===== config.mk =====
export PLATFORM = sky130hd
export DESIGN_NAME = line_position_pd_steering
export DESIGN_NICKNAME = d
export VERILOG_FILES = /design/src/lpps_pkg.sv /design/src/lpps_lane.sv /design/src/lpps_div.sv /design/src/lpps_steer.sv /design/src/line_position_pd_steering.sv
export SDC_FILE = /design/constraint.sdc
export NUM_CORES = 2
export LEC_CHECK = 0
export BUFFER_PORTS_ARGS = -buffer_cell sky130_fd_sc_hd__buf_2
export CAP_MARGIN = 20
export CORE_UTILIZATION = 40
export DETAILED_ROUTE_END_ITERATION = 16
export GPL_TIMING_DRIVEN = 0
export PLACE_DENSITY_LB_ADDON = 0.12
export SLEW_MARGIN = 15
export SYNTH_ARGS = -nofsm -noshare
export SYNTH_HDL_FRONTEND = slang
export SYNTH_SLANG_ARGS = --single-unit

===== constraint.sdc =====
create_clock -name clock -period 25.6 [get_ports clock]
set_clock_uncertainty 0.15 [all_clocks]
set_input_delay 2.56 -clock clock [delete_from_list [all_inputs] [get_ports clock]]
set_output_delay 2.56 -clock clock [all_outputs]
set_load 0.02 [all_outputs]

===== src/lpps_pkg.sv =====
`default_nettype none
package lpps_pkg;

   localparam int unsigned SAMPLE_W  = 10;
   localparam int unsigned LANES     = 3;
   localparam int unsigned PRODUCT_W = 22;
   localparam int unsigned TOTAL_W   = 23;
   localparam int unsigned WSUM_W    = 12;
   localparam int unsigned POS_W     = 12;
   localparam int unsigned ERR_W     = 13;
   localparam int unsigned GAIN_W    = 10;
   localparam int unsigned SPEED_W   = 9;
   localparam int unsigned LEVEL_W   = 10;
   localparam int unsigned DIV_STEPS = 23;
   localparam int unsigned DIV_CNT_W = 5;
   localparam int unsigned CSR_IDX_W = 3;
   localparam int unsigned CSR_DATA_W = 10;

   localparam logic [11:0] LANE_WEIGHT [LANES] = '{12'd1000, 12'd2000, 12'd3000};

   localparam logic [POS_W-1:0] CENTRE_POS = 12'd2000;
   localparam logic [POS_W-1:0] EDGE_HIGH  = 12'd4000;

   localparam logic [CSR_IDX_W-1:0] CSR_PROP_GAIN     = 3'd0;
   localparam logic [CSR_IDX_W-1:0] CSR_DERIV_GAIN    = 3'd1;
   localparam logic [CSR_IDX_W-1:0] CSR_CRUISE_SPEED  = 3'd2;
   localparam logic [CSR_IDX_W-1:0] CSR_SPEED_LIMIT   = 3'd3;
   localparam logic [CSR_IDX_W-1:0] CSR_ON_LINE_LEVEL = 3'd4;
   localparam logic [CSR_IDX_W-1:0] CSR_NOISE_LEVEL   = 3'd5;

   localparam logic [GAIN_W-1:0]  PROP_GAIN_RST     = 10'd64;
   localparam logic [GAIN_W-1:0]  DERIV_GAIN_RST    = 10'd256;
   localparam logic [SPEED_W-1:0] CRUISE_SPEED_RST  = 9'd125;
   localparam logic [SPEED_W-1:0] SPEED_LIMIT_RST   = 9'd125;
   localparam logic [LEVEL_W-1:0] ON_LINE_LEVEL_RST = 10'd500;
   localparam logic [LEVEL_W-1:0] NOISE_LEVEL_RST   = 10'd50;

   typedef enum logic [2:0] {
      ST_IDLE,
      ST_MERGE,
      ST_DIVIDE,
      ST_STEER,
      ST_DONE
   } lpps_state_type;

   typedef struct packed {
      logic [LEVEL_W-1:0] on_line_level;
      logic [LEVEL_W-1:0] noise_level;
   } lpps_lane_cfg_type;

   typedef struct packed {
      logic                  above_line;
      logic [SAMPLE_W-1:0]   kept;
      logic [PRODUCT_W-1:0]  product;
   } lpps_lane_type;

   typedef struct packed {
      logic [GAIN_W-1:0]  prop_gain;
      logic [GAIN_W-1:0]  deriv_gain;
      logic [SPEED_W-1:0] cruise_speed;
      logic [SPEED_W-1:0] speed_limit;
   } lpps_steer_cfg_type;

endpackage
`default_nettype wire


===== src/lpps_lane.sv =====
`default_nettype none
module lpps_lane (
   input  wire logic                                clock,
   input  wire logic                                load,
   input  wire logic [lpps_pkg::SAMPLE_W-1:0]       sample,
   input  wire logic [11:0]                         weight,
   input  wire lpps_pkg::lpps_lane_cfg_type         cfg,
   output lpps_pkg::lpps_lane_type                  lane
);

   lpps_pkg::lpps_lane_type lane_ff, lane_in;
   logic                    above_noise;

   always_comb begin
      above_noise        = sample > cfg.noise_level;
      lane_in.above_line = sample > cfg.on_line_level;
      lane_in.kept       = above_noise ? sample : '0;
      lane_in.product    = lpps_pkg::PRODUCT_W'(lane_in.kept * weight);
   end

   always_ff @(posedge clock) begin
      if (load) begin
         lane_ff <= lane_in;
      end
   end

   assign lane = lane_ff;

endmodule
`default_nettype wire


===== src/lpps_div.sv =====
`default_nettype none
module lpps_div (
   input  wire logic                              clock,
   input  wire logic                              reset,
   input  wire logic                              start,
   input  wire logic [lpps_pkg::TOTAL_W-1:0]      dividend,
   input  wire logic [lpps_pkg::WSUM_W-1:0]       divisor,
   output logic                                   done,
   output logic [lpps_pkg::POS_W-1:0]             quotient
);

   logic                              busy_ff, busy_in;
   logic                              done_ff, done_in;
   logic [lpps_pkg::DIV_CNT_W-1:0]    count_ff, count_in;
   logic [lpps_pkg::WSUM_W-1:0]       rem_ff, rem_in;
   logic [lpps_pkg::TOTAL_W-1:0]      quo_ff, quo_in;
   logic [lpps_pkg::WSUM_W-1:0]       dvs_ff, dvs_in;
   logic [lpps_pkg::WSUM_W:0]         trial;
   logic [lpps_pkg::WSUM_W:0]         diff;
   logic                              fits;

   always_comb begin
      trial    = {rem_ff, quo_ff[lpps_pkg::TOTAL_W-1]};
      diff     = trial - {1'b0, dvs_ff};
      fits     = trial >= {1'b0, dvs_ff};
      busy_in  = busy_ff;
      done_in  = 1'b0;
      count_in = count_ff;
      rem_in   = rem_ff;
      quo_in   = quo_ff;
      dvs_in   = dvs_ff;
      if (start) begin
         busy_in  = 1'b1;
         count_in = lpps_pkg::DIV_CNT_W'(lpps_pkg::DIV_STEPS);
         rem_in   = '0;
         quo_in   = dividend;
         dvs_in   = divisor;
      end else if (busy_ff) begin
         rem_in   = fits ? diff[lpps_pkg::WSUM_W-1:0] : trial[lpps_pkg::WSUM_W-1:0];
         quo_in   = {quo_ff[lpps_pkg::TOTAL_W-2:0], fits};
         count_in = count_ff - 1'b1;
         if (count_ff == lpps_pkg::DIV_CNT_W'(1)) begin
            busy_in = 1'b0;
            done_in = 1'b1;
         end
      end
   end

   always_ff @(posedge clock) begin
      if (reset) begin
         busy_ff  <= 1'b0;
         done_ff  <= 1'b0;
         count_ff <= '0;
      end else begin
         busy_ff  <= busy_in;
         done_ff  <= done_in;
         count_ff <= count_in;
      end
      rem_ff <= rem_in;
      quo_ff <= quo_in;
      dvs_ff <= dvs_in;
   end

   assign done     = done_ff;
   assign quotient = quo_ff[lpps_pkg::POS_W-1:0];

endmodule
`default_nettype wire


===== src/lpps_steer.sv =====
`default_nettype none
module lpps_steer (
   input  wire logic                                 clock,
   input  wire logic                                 reset,
   input  wire logic                                 start,
   input  wire logic [lpps_pkg::POS_W-1:0]           position,
   input  wire logic signed [lpps_pkg::ERR_W-1:0]    prev_error,
   input  wire lpps_pkg::lpps_steer_cfg_type         cfg,
   output logic                                      done,
   output logic [lpps_pkg::SPEED_W-1:0]              left_speed,
   output logic [lpps_pkg::SPEED_W-1:0]              right_speed,
   output logic signed [lpps_pkg::ERR_W-1:0]         error
);

   logic signed [lpps_pkg::ERR_W-1:0]  err_c;
   logic signed [lpps_pkg::ERR_W:0]    derr_c;
   logic signed [23:0]                 p_prod_c;
   logic signed [24:0]                 d_prod_c;
   logic signed [10:0]                 kp_c;
   logic signed [10:0]                 kd_c;

   logic                               s1_valid_ff, s1_valid_in;
   logic signed [23:0]                 p_prod_ff;
   logic signed [24:0]                 d_prod_ff;
   logic signed [lpps_pkg::ERR_W-1:0]  err_ff;

   logic signed [23:0]                 p_adj;
   logic signed [24:0]                 d_adj;
   logic signed [17:0]                 diff_c;
   logic signed [18:0]                 left_sum;
   logic signed [18:0]                 right_sum;
   logic signed [18:0]                 max_ext;
   logic signed [18:0]                 base_ext;
   logic [lpps_pkg::SPEED_W-1:0]       left_in, right_in;

   logic                               done_ff;
   logic [lpps_pkg::SPEED_W-1:0]       left_ff, right_ff;

   // stage one: error terms and both products
   always_comb begin
      err_c       = $signed({1'b0, position}) - $signed({1'b0, lpps_pkg::CENTRE_POS});
      derr_c      = {err_c[lpps_pkg::ERR_W-1], err_c}
                  - {prev_error[lpps_pkg::ERR_W-1], prev_error};
      kp_c        = $signed({1'b0, cfg.prop_gain});
      kd_c        = $signed({1'b0, cfg.deriv_gain});
      p_prod_c    = 24'(err_c * kp_c);
      d_prod_c    = 25'(derr_c * kd_c);
      s1_valid_in = start;
   end

   // stage two: divide by 256 toward zero, sum, clamp
   always_comb begin
      p_adj     = p_prod_ff + $signed({16'd0, {8{p_prod_ff[23]}}});
      d_adj     = d_prod_ff + $signed({17'd0, {8{d_prod_ff[24]}}});
      diff_c    = {{2{p_adj[23]}}, p_adj[23:8]} + {d_adj[24], d_adj[24:8]};
      base_ext  = $signed({10'd0, cfg.cruise_speed});
      max_ext   = $signed({10'd0, cfg.speed_limit});
      left_sum  = base_ext + {diff_c[17], diff_c};
      right_sum = base_ext - {diff_c[17], diff_c};
      priority if (left_sum[18]) begin
         left_in = '0;
      end else if (left_sum > max_ext) begin
         left_in = cfg.speed_limit;
      end else begin
         left_in = left_sum[lpps_pkg::SPEED_W-1:0];
      end
      priority if (right_sum[18]) begin
         right_in = '0;
      end else if (right_sum > max_ext) begin
         right_in = cfg.speed_limit;
      end else begin
         right_in = right_sum[lpps_pkg::SPEED_W-1:0];
      end
   end

   always_ff @(posedge clock) begin
      if (reset) begin
         s1_valid_ff <= 1'b0;
         done_ff     <= 1'b0;
      end else begin
         s1_valid_ff <= s1_valid_in;
         done_ff     <= s1_valid_ff;
      end
      if (start) begin
         p_prod_ff <= p_prod_c;
         d_prod_ff <= d_prod_c;
         err_ff    <= err_c;
      end
      if (s1_valid_ff) begin
         left_ff  <= left_in;
         right_ff <= right_in;
      end
   end

   assign done        = done_ff;
   assign left_speed  = left_ff;
   assign right_speed = right_ff;
   assign error       = err_ff;

endmodule
`default_nettype wire


===== src/line_position_pd_steering.sv =====
// a sensor that sees the line sends the item through the lane registers, the 23-step divider
// and the steering stages; an edge report skips the divider, a lost line skips both
// one item at a time: a new input transaction is taken only once the last result is loaded
// a result waiting in the output register does not stop the next item from entering
// reset: synchronous, active high; configuration registers return to their defaults, state to zero
`default_nettype none
module line_position_pd_steering (
   input  wire logic                                clock,
   input  wire logic                                reset,
   input  wire logic                                req_tvalid,
   output logic                                     req_tready,
   input  wire logic [31:0]                         req_tdata,   // left_sample, centre_sample, right_sample
   output logic                                     rsp_tvalid,
   input  wire logic                                rsp_tready,
   output logic [31:0]                              rsp_tdata,   // left_speed, right_speed, line_position
   output logic                                     rsp_tuser,   // line_found
   input  wire logic                                csr_we,
   input  wire logic [lpps_pkg::CSR_IDX_W-1:0]      csr_index,
   input  wire logic [lpps_pkg::CSR_DATA_W-1:0]     csr_wdata
);

   lpps_pkg::lpps_state_type              state_ff, state_in;

   logic [lpps_pkg::GAIN_W-1:0]           prop_gain_ff;
   logic [lpps_pkg::GAIN_W-1:0]           deriv_gain_ff;
   logic [lpps_pkg::SPEED_W-1:0]          cruise_speed_ff;
   logic [lpps_pkg::SPEED_W-1:0]          speed_limit_ff;
   logic [lpps_pkg::LEVEL_W-1:0]          on_line_level_ff;
   logic [lpps_pkg::LEVEL_W-1:0]          noise_level_ff;

   lpps_pkg::lpps_lane_cfg_type           lane_cfg;
   lpps_pkg::lpps_steer_cfg_type          steer_cfg;
   lpps_pkg::lpps_lane_type               lane [lpps_pkg::LANES];

   logic [lpps_pkg::TOTAL_W-1:0]          total;
   logic [lpps_pkg::WSUM_W-1:0]           wsum;
   logic                                  any_line;
   logic                                  lost;

   logic                                  lane_load;
   logic                                  div_start;
   logic                                  div_done;
   logic [lpps_pkg::POS_W-1:0]            quotient;
   logic                                  steer_start;
   logic                                  steer_done;
   logic [lpps_pkg::POS_W-1:0]            steer_pos;
   logic [lpps_pkg::SPEED_W-1:0]          left_speed, right_speed;
   logic signed [lpps_pkg::ERR_W-1:0]     steer_err;
   logic                                  out_free;
   logic                                  out_load;

   logic                                  lost_ff, lost_in;
   logic [lpps_pkg::POS_W-1:0]            pos_ff, pos_in;
   logic [lpps_pkg::POS_W-1:0]            prev_pos_ff, prev_pos_in;
   logic signed [lpps_pkg::ERR_W-1:0]     prev_err_ff, prev_err_in;

   logic                                  rsp_valid_ff, rsp_valid_in;
   logic [31:0]                           rsp_data_ff, rsp_data_in;
   logic                                  rsp_user_ff, rsp_user_in;

   // configuration registers
   always_ff @(posedge clock) begin
      if (reset) begin
         prop_gain_ff     <= lpps_pkg::PROP_GAIN_RST;
         deriv_gain_ff    <= lpps_pkg::DERIV_GAIN_RST;
         cruise_speed_ff  <= lpps_pkg::CRUISE_SPEED_RST;
         speed_limit_ff   <= lpps_pkg::SPEED_LIMIT_RST;
         on_line_level_ff <= lpps_pkg::ON_LINE_LEVEL_RST;
         noise_level_ff   <= lpps_pkg::NOISE_LEVEL_RST;
      end else if (csr_we) begin
         unique case (csr_index)
            lpps_pkg::CSR_PROP_GAIN:     prop_gain_ff     <= csr_wdata;
            lpps_pkg::CSR_DERIV_GAIN:    deriv_gain_ff    <= csr_wdata;
            lpps_pkg::CSR_CRUISE_SPEED:  cruise_speed_ff  <= csr_wdata[lpps_pkg::SPEED_W-1:0];
            lpps_pkg::CSR_SPEED_LIMIT:   speed_limit_ff   <= csr_wdata[lpps_pkg::SPEED_W-1:0];
            lpps_pkg::CSR_ON_LINE_LEVEL: on_line_level_ff <= csr_wdata;
            lpps_pkg::CSR_NOISE_LEVEL:   noise_level_ff   <= csr_wdata;
            default: ;
         endcase
      end
   end

   always_comb begin
      lane_cfg.on_line_level = on_line_level_ff;
      lane_cfg.noise_level   = noise_level_ff;
      steer_cfg.prop_gain    = prop_gain_ff;
      steer_cfg.deriv_gain   = deriv_gain_ff;
      steer_cfg.cruise_speed = cruise_speed_ff;
      steer_cfg.speed_limit  = speed_limit_ff;
   end

   // one lane per sensor
   for (genvar g = 0; g < lpps_pkg::LANES; g++) begin : g_lane
      lpps_lane u_lane (
         .clock  (clock),
         .load   (lane_load),
         .sample (req_tdata[g*lpps_pkg::SAMPLE_W +: lpps_pkg::SAMPLE_W]),
         .weight (lpps_pkg::LANE_WEIGHT[g]),
         .cfg    (lane_cfg),
         .lane   (lane[g])
      );
   end

   // merge of the lane results
   always_comb begin
      total    = lpps_pkg::TOTAL_W'(lane[0].product) + lpps_pkg::TOTAL_W'(lane[1].product)
               + lpps_pkg::TOTAL_W'(lane[2].product);
      wsum     = lpps_pkg::WSUM_W'(lane[0].kept) + lpps_pkg::WSUM_W'(lane[1].kept)
               + lpps_pkg::WSUM_W'(lane[2].kept);
      any_line = lane[0].above_line | lane[1].above_line | lane[2].above_line;
      lost     = wsum == '0;
   end

   lpps_div u_div (
      .clock    (clock),
      .reset    (reset),
      .start    (div_start),
      .dividend (total),
      .divisor  (wsum),
      .done     (div_done),
      .quotient (quotient)
   );

   lpps_steer u_steer (
      .clock       (clock),
      .reset       (reset),
      .start       (steer_start),
      .position    (steer_pos),
      .prev_error  (prev_err_ff),
      .cfg         (steer_cfg),
      .done        (steer_done),
      .left_speed  (left_speed),
      .right_speed (right_speed),
      .error       (steer_err)
   );

   assign out_free = !rsp_valid_ff || rsp_tready;

   // next state
   always_comb begin
      state_in = state_ff;
      unique case (state_ff)
         lpps_pkg::ST_IDLE: begin
            if (req_tvalid) begin
               state_in = lpps_pkg::ST_MERGE;
            end
         end
         lpps_pkg::ST_MERGE: begin
            priority if (lost) begin
               state_in = lpps_pkg::ST_DONE;
            end else if (!any_line) begin
               state_in = lpps_pkg::ST_STEER;
            end else begin
               state_in = lpps_pkg::ST_DIVIDE;
            end
         end
         lpps_pkg::ST_DIVIDE: begin
            if (div_done) begin
               state_in = lpps_pkg::ST_STEER;
            end
         end
         lpps_pkg::ST_STEER: begin
            if (steer_done) begin
               state_in = lpps_pkg::ST_DONE;
            end
         end
         lpps_pkg::ST_DONE: begin
            if (out_free) begin
               state_in = lpps_pkg::ST_IDLE;
            end
         end
         default: state_in = lpps_pkg::ST_IDLE;
      endcase
   end

   // outputs of the sequencer
   always_comb begin
      req_tready  = 1'b0;
      div_start   = 1'b0;
      steer_start = 1'b0;
      steer_pos   = quotient;
      out_load    = 1'b0;
      unique case (state_ff)
         lpps_pkg::ST_IDLE: begin
            req_tready = 1'b1;
         end
         lpps_pkg::ST_MERGE: begin
            div_start   = !lost && any_line;
            steer_start = !lost && !any_line;
            steer_pos   = (prev_pos_ff < lpps_pkg::CENTRE_POS) ? '0 : lpps_pkg::EDGE_HIGH;
         end
         lpps_pkg::ST_DIVIDE: begin
            steer_start = div_done;
         end
         lpps_pkg::ST_STEER: ;
         lpps_pkg::ST_DONE: begin
            out_load = out_free;
         end
         default: ;
      endcase
      lane_load = req_tready && req_tvalid;
   end

   // item state and line history
   always_comb begin
      lost_in     = lost_ff;
      pos_in      = pos_ff;
      prev_pos_in = prev_pos_ff;
      prev_err_in = prev_err_ff;
      if (state_ff == lpps_pkg::ST_MERGE) begin
         lost_in = lost;
      end
      if (steer_start) begin
         pos_in = steer_pos;
      end
      if (state_ff == lpps_pkg::ST_DIVIDE && div_done) begin
         prev_pos_in = quotient;
      end
      if (out_load && !lost_ff) begin
         prev_err_in = steer_err;
      end
   end

   // output register
   always_comb begin
      rsp_valid_in = rsp_valid_ff;
      rsp_data_in  = rsp_data_ff;
      rsp_user_in  = rsp_user_ff;
      if (out_load) begin
         rsp_valid_in = 1'b1;
         rsp_user_in  = !lost_ff;
         if (lost_ff) begin
            rsp_data_in = '0;
         end else begin
            rsp_data_in = {2'b00, pos_ff, right_speed, left_speed};
         end
      end else if (rsp_tready) begin
         rsp_valid_in = 1'b0;
      end
   end

   always_ff @(posedge clock) begin
      if (reset) begin
         state_ff     <= lpps_pkg::ST_IDLE;
         prev_pos_ff  <= '0;
         prev_err_ff  <= '0;
         rsp_valid_ff <= 1'b0;
         lost_ff      <= 1'b0;
      end else begin
         state_ff     <= state_in;
         prev_pos_ff  <= prev_pos_in;
         prev_err_ff  <= prev_err_in;
         rsp_valid_ff <= rsp_valid_in;
         lost_ff      <= lost_in;
      end
      pos_ff      <= pos_in;
      rsp_data_ff <= rsp_data_in;
      rsp_user_ff <= rsp_user_in;
   end

   assign rsp_tvalid = rsp_valid_ff;
   assign rsp_tdata  = rsp_data_ff;
   assign rsp_tuser  = rsp_user_ff;

endmodule
`default_nettype wire


==> run metrics <==
Clk Latency, worst-skew pair 0.58 ns; post-CTS setup buffer count 0; port buffer count 79; area post-placement 36940 sq um; leading cell types by total area after synthesis sky130_fd_sc_hd__fa_1 (21%), sky130_fd_sc_hd__edfxtp_1 (20%), sky130_fd_sc_hd__ha_1 (16%), sky130_fd_sc_hd__inv_1 (6.1%), sky130_fd_sc_hd__dfxtp_1 (6.0%); count of fill cells added during filler insertion 8549; post-synth cell types 78; Yosys warnings 0; Max clock buf depth 3; number of global-route vias before repair 24706; DRC marker count from the first detailed-route iteration 1407; Final setup violation count 0; switching pwr 1.474 mW; instance count of the mapped netlist 3535; Worst VDD drop 0.00005346 V; DR vias/cell 4.968; Max-Slew Margin vs Limit 24.47%; Sum Neg Setup Slack 0 ns; TritonCTS clock tree built; Maximum Capacitance Violations 0; Pins Over Slew Limit 0; Post-synth top cells sky130_fd_sc_hd__inv_1 (572), sky130_fd_sc_hd__ha_1 (440), sky130_fd_sc_hd__fa_1 (373); first-pass detailed-route iteration total 6; sum of net half-perimeters after detailed placement 71450 microns; starting density of the core 40.32%; height of the chip 297.7 microns; fraction of synthesized cell area taken by the top area cell type 21.35%; Worst Path Buf+Inv 7; final hold violation count 0; result of the run finished, final reports clean; die outline area 88640 sq um; achievable clock frequency 0.09300 GHz; antenna violations before repair 1; ratio of cells with drive above 1 in the final layout 5.284%; number of buffers added by the clock tree synthesis step 45; dominant cell by count in the synthesized netlist sky130_fd_sc_hd__inv_1; crit path launch type flip-flop; part of the Yosys area used for sequential elements 26.18%; post-place setup slack 14.96 ns; period utilisation layout 42.00%; critical path arrival 10.93 ns; number of rows in the core area 108; pin count of the biggest net entering global routing 48; max incr delay on CP 0.84 ns; # resized after CTS 0; Placed Cells incl. Taps 4777; final critical-path required period 10.75 ns; worst setup path class flip-flop to flip-flop; Switching Fraction 43.23%; endpoint type of the worst setup path flip-flop; start of the worst register-to-register path state_ff[1]$_SDFFE_PP0P_; wire length per cell after detailed routing 17.84 microns; clock sinks 340; wire length of the first global-routing pass 139600 microns; area used by multi-input combinational logic 23380 sq um; slack of the critical path 14.85 ns; ratio of total power to cell area 88.68 nW/um^2; Die Wd 297.7 microns; Layout Area Growth over Synthesis 9.876%; worst setup path startpoint state_ff[1]$_SDFFE_PP0P_; pin slew with the least headroom to its limit 1.125 ns; number of register bits inferred by synthesis 340; Top FF cell, synth sky130_fd_sc_hd__edfxtp_1; Final Wtd Congestion 0.8631; Slowest cell on crit path sky130_fd_sc_hd__o41ai_1; wirelength, routed 86790 microns; CTS Hold Bufs 0; Sequential Area 9159 sq um; Placeable Area 86750 sq um; combined area of all synthesized cells 34980 sq um; hold crit path type flip-flop to flip-flop; part of the power in registers 23.3%; count of flip-flops with a built-in enable after synthesis 235; Most common cell on crit path sky130_fd_sc_hd__fa_1; required arrival time at the worst endpoint 25.77 ns; DRC violations left 0; hold_sp prev_pos_ff[11]$_SDFFE_PP0P_; vias after detailed routing 24168; remaining antenna violation count after routing 0; I/O pin cnt 85; fraction of power consumed by combinational cells 58.6%; # H-tree levels 2; RSZ-0062 raised after global routing false; fraction of registers with async set/reset 0%; root buf cell sky130_fd_sc_hd__clkbuf_16; post-route design area 38430 sq um; cell family contributing the most delay on the critical path adder cells; Clock Power Share 18.1%; dominant cell type by area after synthesis sky130_fd_sc_hd__fa_1; Internal 1.935 mW; overall global routing resource usage 20.17%; final layout net count 4535; average cell area after synthesis 9.895 sq um; clock transition at the register clock pins on the worst setup and hold paths after CTS 0.06 ns; largest fanout on the critical path 12; final cell count without fillers 4865; global-route congestion overflow total 0; static power due to leakage 17.59 nW
==> worst paths after layout <==
check	to	cells past startpoint	slack, ns
setup reg to reg	u_steer.d_prod_ff[23]$_DFFE_PP_	32	14.85
setup / recovery	u_steer.d_prod_ff[23]$_DFFE_PP_	32	14.85
hold / removal	prev_pos_ff[11]$_SDFFE_PP0P_	2	0.30
hold reg to reg	prev_pos_ff[11]$_SDFFE_PP0P_	2	0.30
==> layout make-up <==
class / instances / share of cell area [%]
buffer: 80 / 0.8497
clock buffer: 60 / 3.265
multi-input combinational: 2543 / 60.83
inverter: 573 / 5.596
tap: 1155 / 3.760
timing repair buffer: 89 / 1.367
clock inverter: 24 / 0.4981
sequential: 340 / 23.83
antenna: 1 / 0.006511
==> power groups by stage <==
stage	clock (mW)	combinational, mW	sequential (mW)
6_report	0.617	2.00	0.793
5_1_grt	0.652	2.29	0.802
4_1_cts	0.635	2.02	0.796
2_1_floorplan	0	1.52	0.782
3_3_place_gp	0	1.99	0.809
3_5_place_dp	0	1.99	0.806
==> logic make-up after synthesis <==
kind of cell	after synthesis	share of synthesized area [%]
other	1	0.01072
AO/OA/AOI/OAI	490	9.089
buffers and inverters	653	7.079
AND/OR/NAND/NOR	981	13.87
flip-flops	340	26.18
adder cells (fa/ha/maj)	813	37.09
multiplexers	52	1.552
XOR/XNOR	205	5.133
==> per-stage QoR <==
step                hold slack, ns  util, %  total power, mW
finish                      0.3046    44.30            3.408
global route                0.3223    44.30            3.745
CTS                         0.3065    44.25            3.446
detailed placement          0.2990    42.59            2.800
global placement            0.2909    42.45            2.796
floorplan                   0.2828        -            2.298
==> flip-flops by register name (all words and copies together) (netlist names), 10 cells and up <==
register / flops
deriv_gain_ff: 10
g_lane.u_lane.lane: 81
noise_level_ff: 10
on_line_level_ff: 10
prev_err_ff: 13
prop_gain_ff: 10
rsp_tdata: 30
u_div.dvs_ff: 12
u_div.quo_ff: 23
u_div.rem_ff: 12
u_steer.d_prod_ff: 25
u_steer.error: 13
u_steer.p_prod_ff: 24
==> cells in the final DEF (no fill, tap or decap), drive strengths merged, types with 10 or more instances in the layout <==
master,n
inv,575
ha,440
fa,373
nand2,346
edfxtp,235
a21oi,174
nor2,161
xnor2,148
clkbuf,133
and2,132
dfxtp,105
buf,96
nor2b,95
o21ai,81
xor2,57
a21o,55
nor3,51
and3,43
mux2i,34
nand4,30
a211oi,30
nand3,29
o21bai,28
o21a,26
nand3b,25
nand2b,24
mux2,18
clkinv,16
a31oi,14
a21boi,13
nor4,10
o211ai,10
==> layer usage <==
layer / track usage, % / wire [microns]
met2: 31.68 / 38180
met5: 0 / 0
met4: 3.903 / 1314
met1: 30.13 / 44020
met3: 1.998 / 3267
==> worst reg2reg max path: cells and delay by family, from the launching register on <==
family | cells | cell delay (ns)
fa+ha+maj | 8 | 3.66
simple gates | 7 | 2.26
compound gates | 8 | 2.02
buf+inv | 7 | 1.59
xor+xnor | 2 | 0.51
flops | 1 | 0.31
Note: power is estimated with default switching activity, not from simulation.
